### config.mk
export PLATFORM = sky130hd
export DESIGN_NAME = fftx_ser
export DESIGN_NICKNAME = d
export VERILOG_FILES = /design/src/rtl/fftx_pkg.sv /design/src/rtl/fftx_ser.sv
export VERILOG_INCLUDE_DIRS = /design/src /design/src/rtl
export SDC_FILE = /design/constraint.sdc
export NUM_CORES = 1
export LEC_CHECK = 0
export ABC_AREA = 0
export BUFFER_PORTS_ARGS = -buffer_cell sky130_fd_sc_hd__buf_2
export CORE_MARGIN = 1.5
export CORE_UTILIZATION = 50
export DETAILED_ROUTE_END_ITERATION = 8
export PLACE_DENSITY_LB_ADDON = 0.25
export SYNTH_ARGS = -nofsm -noshare
export SYNTH_HDL_FRONTEND = slang
export SYNTH_SLANG_ARGS = --single-unit
### constraint.sdc
create_clock -name clk_i -period 3.3 [get_ports clk_i]
set_clock_uncertainty 0.2 [all_clocks]
set_input_delay 0.99 -clock clk_i [delete_from_list [all_inputs] [get_ports clk_i]]
set_output_delay 0.99 -clock clk_i [all_outputs]
set_load 0.02 [all_outputs]
### src/rtl/assert_macros.svh
// ----------------------------------------------------------------------------
// assert_macros.svh
// concurrent assertion helpers, compiled out for synthesis
// ----------------------------------------------------------------------------
`ifndef ASSERT_MACROS_SVH
`define ASSERT_MACROS_SVH

`ifndef SYNTHESIS

// property must hold at every edge outside reset
`define ASSERT_ALWAYS(lbl, clk, rst_n, prop) \
  lbl: assert property (@(posedge clk) disable iff (!rst_n) (prop)) \
    else $error("assertion failed");

// antecedent implies consequent in the same cycle
`define ASSERT_IMPLY(lbl, clk, rst_n, ante, cons) \
  lbl: assert property (@(posedge clk) disable iff (!rst_n) (ante) |-> (cons)) \
    else $error("assertion failed");

`else

`define ASSERT_ALWAYS(lbl, clk, rst_n, prop)
`define ASSERT_IMPLY(lbl, clk, rst_n, ante, cons)

`endif

`endif

### src/rtl/fftx_pkg.sv
// ----------------------------------------------------------------------------
// fftx_pkg
// shared constants and types of the fifo fed serial transmitter
// ----------------------------------------------------------------------------
`default_nettype none

package fftx_pkg;

  localparam int unsigned QueueDepth = 1024;
  localparam int unsigned AddrW      = $clog2(QueueDepth);
  localparam int unsigned CountW     = $clog2(QueueDepth + 1);
  localparam int unsigned FillW      = 11;
  localparam int unsigned ResultW    = FillW + 3;
  localparam int unsigned OutDataW   = ((ResultW + 7) / 8) * 8;

  localparam logic [3:0] FrameBits = 4'd10;

  typedef enum logic {
    OpByte = 1'b0,
    OpTick = 1'b1
  } op_e;

  typedef struct packed {
    logic       tick;
    logic       load;
    logic       bypass;
    logic [7:0] byte_val;
  } ser_ctl_t;

  typedef struct packed {
    logic             sending;
    logic [FillW-1:0] fill_count;
    logic             byte_dropped;
    logic             line_level;
  } result_t;

endpackage

`default_nettype wire

### src/rtl/fftx_ser.sv
// ----------------------------------------------------------------------------
// fftx_ser
// 8n1 frame serializer with deferred load of the memory read data
// ----------------------------------------------------------------------------
`default_nettype none

`include "assert_macros.svh"

module fftx_ser import fftx_pkg::*; (
  input  logic       clk_i,
  input  logic       rst_ni,
  input  ser_ctl_t   ctl_i,
  input  logic [7:0] rdata_i,
  output logic       idle_nx_o,
  output logic       line_o,
  output logic       sending_o
);

  logic [3:0] bits_q, bits_d, bits_t;
  logic [7:0] shift_q, shift_d, shift_t;
  logic       line_q, line_d;
  logic       pend_q, pend_d;

  always_comb begin
    bits_t  = bits_q;
    shift_t = shift_q;
    line_d  = line_q;
    if (pend_q) begin
      shift_t = rdata_i;
    end
    if (ctl_i.tick) begin
      priority if (bits_q == '0) begin
        line_d = 1'b1;
      end else if (bits_q == 4'd1) begin
        line_d = 1'b1;
        bits_t = '0;
      end else if (bits_q == FrameBits) begin
        line_d = 1'b0;
        bits_t = bits_q - 4'd1;
      end else begin
        line_d  = shift_q[0];
        shift_t = {1'b0, shift_q[7:1]};
        bits_t  = bits_q - 4'd1;
      end
    end
  end

  assign idle_nx_o = (bits_t == '0);

  always_comb begin
    bits_d  = bits_t;
    shift_d = shift_t;
    pend_d  = 1'b0;
    if (ctl_i.load) begin
      bits_d = FrameBits;
      if (ctl_i.bypass) begin
        shift_d = ctl_i.byte_val;
      end else begin
        pend_d = 1'b1;
      end
    end
  end

  always_ff @(posedge clk_i or negedge rst_ni) begin
    if (!rst_ni) begin
      bits_q  <= '0;
      shift_q <= '0;
      line_q  <= 1'b1;
      pend_q  <= 1'b0;
    end else begin
      bits_q  <= bits_d;
      shift_q <= shift_d;
      line_q  <= line_d;
      pend_q  <= pend_d;
    end
  end

  assign line_o    = line_d;
  assign sending_o = (bits_d != '0);

  `ASSERT_ALWAYS(a_bits_bound, clk_i, rst_ni, bits_q <= FrameBits)
  `ASSERT_IMPLY(a_idle_line_high, clk_i, rst_ni, bits_q == '0, line_q)
  `ASSERT_IMPLY(a_pend_at_start, clk_i, rst_ni, pend_q, bits_q == FrameBits)

endmodule

`default_nettype wire
# == Word level (Yosys, flattened, before mapping) ==
# Index checks and enable logic that the tools add are counted.
# W data, S select, Z words.
# totals
wordCells,27
reg_bits,14
input_bits,21
out_inout_bits,3
# classes
n_reduce_logical,3
addsub,1
eq_ne,2
n_mux,17
# ops
operator,count
$mux W8,7
$mux W4,4
$logic_not A4 Y1,2
$mux W1,6
$eq A4 B1 Y1 const B,1
$eq A4 B4 Y1 const B,1
$reduce_bool A4 Y1,1
$sub A4 B1 Y4 const B,1

# == Depth between registers and ports, before layout ==
# Gate-level depths: netlist of run 1.
# depth
word_depth,7
ltp_mapped,6
depth_no_buf,6

# == Least setup slack after synthesis of run 1 ==
# Ideal clock, no wire load.
# synth_timing
path_type,in2out
from,input port ctl_i[10] in the netlist's numbering
to,output port idle_nx_o
path_buffers,1
t_arrival_ps,2046
cell_stages,4
required_ps,2110
slack_ps,64
path_cell_list,buf_2 > nor4b_1 > mux2i_1 > and4_1
# synth_via
elab_chain_cells,2
# synth_rtl
item,line,rtl
"start, declared",fftx_ser.sv:12,"input ser_ctl_t ctl_i,"
$mux W4,fftx_ser.sv:31,if (ctl_i.tick) begin
$logic_not A4 Y1,fftx_ser.sv:48,assign idle_nx_o = (bits_t == '0);
"end, declared",fftx_ser.sv:14,"output logic idle_nx_o,"
# No other way between the ends.

# == Worst setup path in the final report of run 1 ==
# Same ends and word-level chain as after synthesis.

==> impl_metrics.tcl, run 1 <==
set metrics [dict create \
    status "finished clean" \
    yosys_register_bits 14 \
    leakage_nw 0.540 \
    crit_start "ctl_i[10]" \
    endpoint_kind "output pin" \
    grt_max_degree 17 \
    cp_max_fo 6 \
    drc 0 \
    ys_seq_area_share_pct 40.1 \
    ys_types 29 \
    die_w_um 44.9 \
    wire_per_inst_um 13.3 \
    grt_overflow 0 \
    vdd_ir_drop_max_mv 0.386 \
    slowest_stage "mux2i_1" \
    relSlewSlack_pct 63.3 \
    antenna_found_initial 0 \
    clockBufferDepth 2 \
    hold_path_class "flop to flop" \
    synth_top_area_share_pct 37.1 \
    path_buf_inv 2 \
    drv_cap 0 \
    start_kind "input port" \
    track_usage_pct 18.7 \
    portBuffers 23 \
    switching_share_pct 29.5 \
    reg2reg_depth 6 \
    grt_pass1_wl_um 2640 \
    clkLatencyLatePin_ns 0.28 \
    crit_arrival_ns 2.02 \
    power_frac_seq_pct 45.9 \
    crit_type "input port to output pin" \
    syn_to_final_growth_pct 25.9 \
    syn_area_um2 876 \
    wl_um 1690 \
    worstPathRequired_ns 2.11 \
    power_w 0.000482 \
    routabilityCongestion 0.813 \
    ios 24 \
    first_iter_violations 3 \
    nFillCells 121 \
    period_needed_ns 3.21 \
    avgSynthCellArea_um2 10.2 \
    drive_gt1_share_pct 45.0 \
    reg2reg_from "bits_q[1]$_DFF_PN0_" \
    reg2reg_to "shift_q[1]$_DFF_PN0_" \
    tightest_slew_ns 0.551 \
    pwr-share-clk_pct 25.6 \
    synth_warnings 0 \
    path_cells "buf_2 > nor4b_4 > mux2i_1 > and4_1 > buf_2" \
    die_h_um 44.9 \
    cts_max_level 1 \
    start_util_pct 55.6 \
    rows 14 \
    p_sw_w 0.000142 \
    avgViaCountPerCell 5.41 \
    hold_end "line_q$_DFF_PN1_" \
    postSynthNetCount 111 \
    period_share_pct 97.3 \
    cts_buffers 3 \
    cp_top_family "simple AND/OR/NAND/NOR gates" \
    antenna_left 0 \
    core_area_um2 1580 \
    regToRegSetupSlack_ns 1.27 \
    dr.pass1.iters 4 \
    critical-path-max-stage-delay_ns 0.30 \
    hold_violations 0 \
    yosysTopAreaCell "dfrtp_1" \
    register_area_um2 353 \
    place_hpwl_um 1200 \
    internal_power_w 0.000340 \
    diodes 0 \
    power_density_nw_per_um2 437 \
    whs_ns 0.300 \
    routed-via-count 687 \
    multiInputGateArea_um2 541 \
    syn_inst 86 \
    fmax_ghz 0.312 \
    grt_pass1_vias 645 \
    finalMaxSlewViolations 0 \
    yosys-top-cells-area "dfrtp_1, mux2i_1, mux2_2, ha_1, o21ai_1" \
    path_clk_slew_ns 0.08 \
    layout.nets 137 \
    cts_tree "built" \
    hold_start "line_q$_DFF_PN1_" \
    pwr-share-comb_pct 28.5 \
    die_area_um2 2010 \
    hold_depth 2 \
    finalSetupViolations 0 \
    cts-root-buf "clkbuf_4" \
    critical_path.most_common_cell "buf_2" \
    cts_sinks 14 \
]
[tightest hold or removal path: stages, from the launching register on]
cell and delay, ns:
dfstp_2 0.37, nor2_1 0.08, a21oi_1 0.06
[worst max-delay path by stage]
stage,depth (start not counted),to
final,5,idle_nx_o
after global routing,5,idle_nx_o
after CTS,7,idle_nx_o
after detailed placement,5,idle_nx_o
after global placement,5,idle_nx_o
after floorplan,4,idle_nx_o
[stage by stage]
stage	util [%]	cells	setup TNS, ns	area [um2]	setup WS (ns)
6_report	69.9	127	0	1100	0.0905
2_1_floorplan	-	86	0	876	0.0636
3_5_place_dp	63.7	122	-0.0162	1000	-0.0162
5_1_grt	69.9	127	-0.0183	1100	-0.0183
4_1_cts	67.4	127	0	1060	0.00351
3_3_place_gp	63.7	122	0	1000	0.0457
[cells in the mapped netlist]
cell type  number
a21boi_0        1
a21oi_1         3
a22o_1          1
and2_1          1
and3b_1         1
and4_1          1
buf_2           2
clkbuf_1        3
dfrtp_1        13
dfstp_2         1
ha_1            4
inv_1           4
mux2_2          8
mux2i_1         9
nand2_1         7
nand2b_1        2
nand4_1         1
nor2_1          6
nor2b_1         2
nor2b_2         1
nor3_2          1
nor4b_1         1
o21ai_0         1
o21ai_1         7
o21bai_1        1
o2bb2ai_1       1
o311a_1         1
o31ai_1         1
o31ai_4         1
[registers in the layout (all words and copies together) (netlist names)]
name / cells
bits_q: 4
shift_q: 8
pend_q: 1
line_q: 1
[layout by cell type, fill, tap and decap left out, types with 2 or more instances in the layout]
cell and instances:
buf_2 23, dfrtp_1 12, mux2i_1 9, mux2_2 7
nand2_1 7, o21ai_1 7, nor2_1 6, ha_1 3
clkbuf_4 3, buf_4 3, a21oi_2 2, inv_2 2
inv_1 2, o31ai_4 2, nand2b_1 2, nor2b_1 2
[cell type report]
cell class	count	share of cell area [%]
timing repair buffer	26	12.5
clock buffer	4	3.29
sequential	14	32.0
multi-input combinational	63	49.0
tap	16	1.82
inverter	4	1.36
[kinds of logic after synthesis]
logic type / Yosys count / share of synthesized area (%)
DFF: 14 / 40.1
adders and majority gates: 4 / 5.71
buffers and inverters: 9 / 4.14
muxes: 17 / 20.6
and+or+nand+nor: 24 / 15.0
AOI/OAI and AO/OA: 18 / 14.4
[power groups by stage]
stage / Combinational [W] / Clock, W / Sequential, W
floorplan: 0.0000984 / 0 / 0.000214
global placement: 0.000122 / 0 / 0.000221
detailed placement: 0.000127 / 0 / 0.000222
CTS: 0.000130 / 0.000127 / 0.000219
global route: 0.000156 / 0.000133 / 0.000225
finish: 0.000137 / 0.000123 / 0.000221
[routing by layer]
layer / wire (um) / GRT usage [%] / vias up / share of wire, %
li1: - / - / 350 / -
met1: 803 / 21.8 / 315 / 48
met2: 775 / 31.3 / 20 / 46
met3: 93 / 7.20 / 2 / 5.5
met4: 18 / 7.06 / 0 / 1.1
met5: 0 / 0 / - / 0
[what timing repair did]
action / 4_1_cts / 5_1_grt
cloned: 0 / 0
endpoints found under the hold margin: 0 / 0
endpoints found under the setup margin: 1 / 2
buffers inserted: 1 / 0
gates resized for setup: 3 / 9
hold buffers: 0 / 0
No activity file was read; power rests on OpenSTA's default activity.
==> run 2, diff against run 1 <==
--- a/config.mk
+++ b/config.mk
@@ -8,8 +8,10 @@
 export LEC_CHECK = 0
 export ABC_AREA = 0
 export BUFFER_PORTS_ARGS = -buffer_cell sky130_fd_sc_hd__buf_2
+export CELL_PAD_IN_SITES_DETAIL_PLACEMENT = 1
+export CELL_PAD_IN_SITES_GLOBAL_PLACEMENT = 1
 export CORE_MARGIN = 1.5
-export CORE_UTILIZATION = 50
+export CORE_UTILIZATION = 38
 export DETAILED_ROUTE_END_ITERATION = 8
 export PLACE_DENSITY_LB_ADDON = 0.25
 export SYNTH_ARGS = -nofsm -noshare
==> impl_metrics.tcl, run 2 (same netlist as run 1, synthesis figures left out) <==
set metrics [dict create \
    start_util_pct 40.0 \
    track_usage_pct 18.2 \
    crit_arrival_ns 2.06 \
    dr.pass1.iters 3 \
    cts_tree "built" \
    met3_length_um 92 \
    drc 0 \
    crit_type "input port to output pin" \
    leakage_nw 0.571 \
    cts_buffers 3 \
    reg2reg_depth 12 \
    fmax_ghz 0.308 \
    finalMaxSlewViolations 0 \
    start_kind "input port" \
    cp_top_family "simple AND/OR/NAND/NOR gates" \
    endpoint_kind "output pin" \
    hold_violations 0 \
    place_hpwl_um 1470 \
    dp.cells 134 \
    final_common_cell "buf_2" \
    diodes 0 \
    wl_met1_um 903 \
    period_share_pct 98.5 \
    cts_max_level 1 \
    die_h_um 51.0 \
    antenna_found_initial 0 \
    grt_pass1_wl_um 3450 \
    grt_pass1_vias 759 \
    cp_max_fo 5 \
    pwr-share-comb_pct 31.1 \
    wire_per_inst_um 15.0 \
    clockBufferDepth 2 \
    syn_to_final_growth_pct 32.7 \
    largest_reg_flops 8 \
    hold_depth 2 \
    routed-via-count 761 \
    dpl_worst_slack_ns -0.0152 \
    routabilityCongestion 0.702 \
    hold_end "line_q$_DFF_PN1_" \
    critical_path.most_common_cell "buf_2" \
    p_sw_w 0.000154 \
    core_area_um2 2190 \
    finalSetupViolations 0 \
    switching_share_pct 30.5 \
    rows 17 \
    setup_ws_ns 0.0507 \
    grt_max_degree 17 \
    grt_overflow 0 \
    portBuffers 23 \
    final_cells 145 \
    die_w_um 51.0 \
    first_iter_violations 10 \
    cts-root-buf "clkbuf_4" \
    reg_top3 "shift_q: 8 flops, bits_q: 4 flops" \
    hold_start "line_q$_DFF_PN1_" \
    top_register "shift_q" \
    relSlewSlack_pct 63.4 \
    power_density_nw_per_um2 435 \
    critical-path-max-stage-delay_ns 0.31 \
    internal_power_w 0.000352 \
    avgViaCountPerCell 5.25 \
    power_w 0.000506 \
    wl_um 2180 \
    power_frac_seq_pct 43.9 \
    path_buf_inv 2 \
    reg2reg_from "bits_q[1]$_DFF_PN0_" \
    wl_met2_um 1170 \
    pwr-share-clk_pct 25.0 \
    status "finished clean" \
    most-common-layout-cells "buf_2, dfrtp_1, mux2i_1, buf_4" \
    die_area_um2 2600 \
    cts_sinks 14 \
    setup_tns_ns 0 \
    vdd_ir_drop_max_mv 0.308 \
    tightest_slew_ns 0.549 \
    path_clk_slew_ns 0.08 \
    ios 24 \
    layout.nets 143 \
    hold_path_class "flop to flop" \
    antenna_left 0 \
    path_cells "buf_2 > nor4b_4 > mux2i_1 > and4_1 > buf_2" \
    drv_cap 0 \
    period_needed_ns 3.25 \
    reg2reg_to "bits_q[3]$_DFF_PN0_" \
    nFillCells 255 \
    regToRegSetupSlack_ns 0.85 \
    drive_gt1_share_pct 47.9 \
    highest_layer "met4" \
    worstPathRequired_ns 2.11 \
    clkLatencyLatePin_ns 0.28 \
    slowest_stage "mux2i_1" \
]
-- run 2: what timing repair did --
action / in CTS / in global routing
endpoints found under the setup margin: 2 / 2
hold buffers: 0 / 0
buffers inserted: 7 / 0
resized for setup: 4 / 8
-- run 2: power by group through the flow --
stage	clock network [W]	logic (W)	registers, W
2_1_floorplan	0	0.0000984	0.000214
3_3_place_gp	0	0.000125	0.000221
3_5_place_dp	0	0.000131	0.000223
4_1_cts	0.000129	0.000149	0.000220
5_1_grt	0.000137	0.000174	0.000228
6_report	0.000127	0.000157	0.000222
-- run 2: worst min-delay path, cell delays in order (launching register included) --
cell and delay, ns:
dfstp_2 0.37, nor2_1 0.08, a21oi_1 0.06
-- run 2: final cells by class --
cell class	instances	area [um2]	share of cell area [%]
flip-flops and latches	14	353	30.4
inverters	4	15.0	1.29
well taps	28	35.0	3.01
multi-input cells	63	541	46.5
clock buffers	4	36.3	3.12
repair buffers	32	183	15.7
-- run 2: routing by layer --
layer	up-vias	track usage [%]
met5	-	0
met4	0	4.05
met3	2	6.14
met2	17	32.0
met1	380	21.3
li1	362	-
-- run 2: how the worst max path moves through the flow --
stage,startpoint,end,cells after the start
CTS,bits_q[1]$_DFF_PN0_,idle_nx_o,7
floorplan,ctl_i[10],idle_nx_o,4
global placement,ctl_i[10],idle_nx_o,5
detailed placement,ctl_i[10],idle_nx_o,5
finish,ctl_i[10],idle_nx_o,5
global route,bits_q[1]$_DFF_PN0_,idle_nx_o,7
-- run 2: per-stage QoR --
| stage | cell area, um2 | utilization, % | hold slack, ns |
|---|---|---|---|
| final | 1160 | 53.1 | 0.312 |
| after global routing | 1160 | 53.1 | 0.361 |
| after detailed placement | 1020 | 46.5 | 0.291 |
| after CTS | 1120 | 51.2 | 0.308 |
| after global placement | 1020 | 46.5 | 0.280 |
| after floorplan | 876 | - | 0.311 |
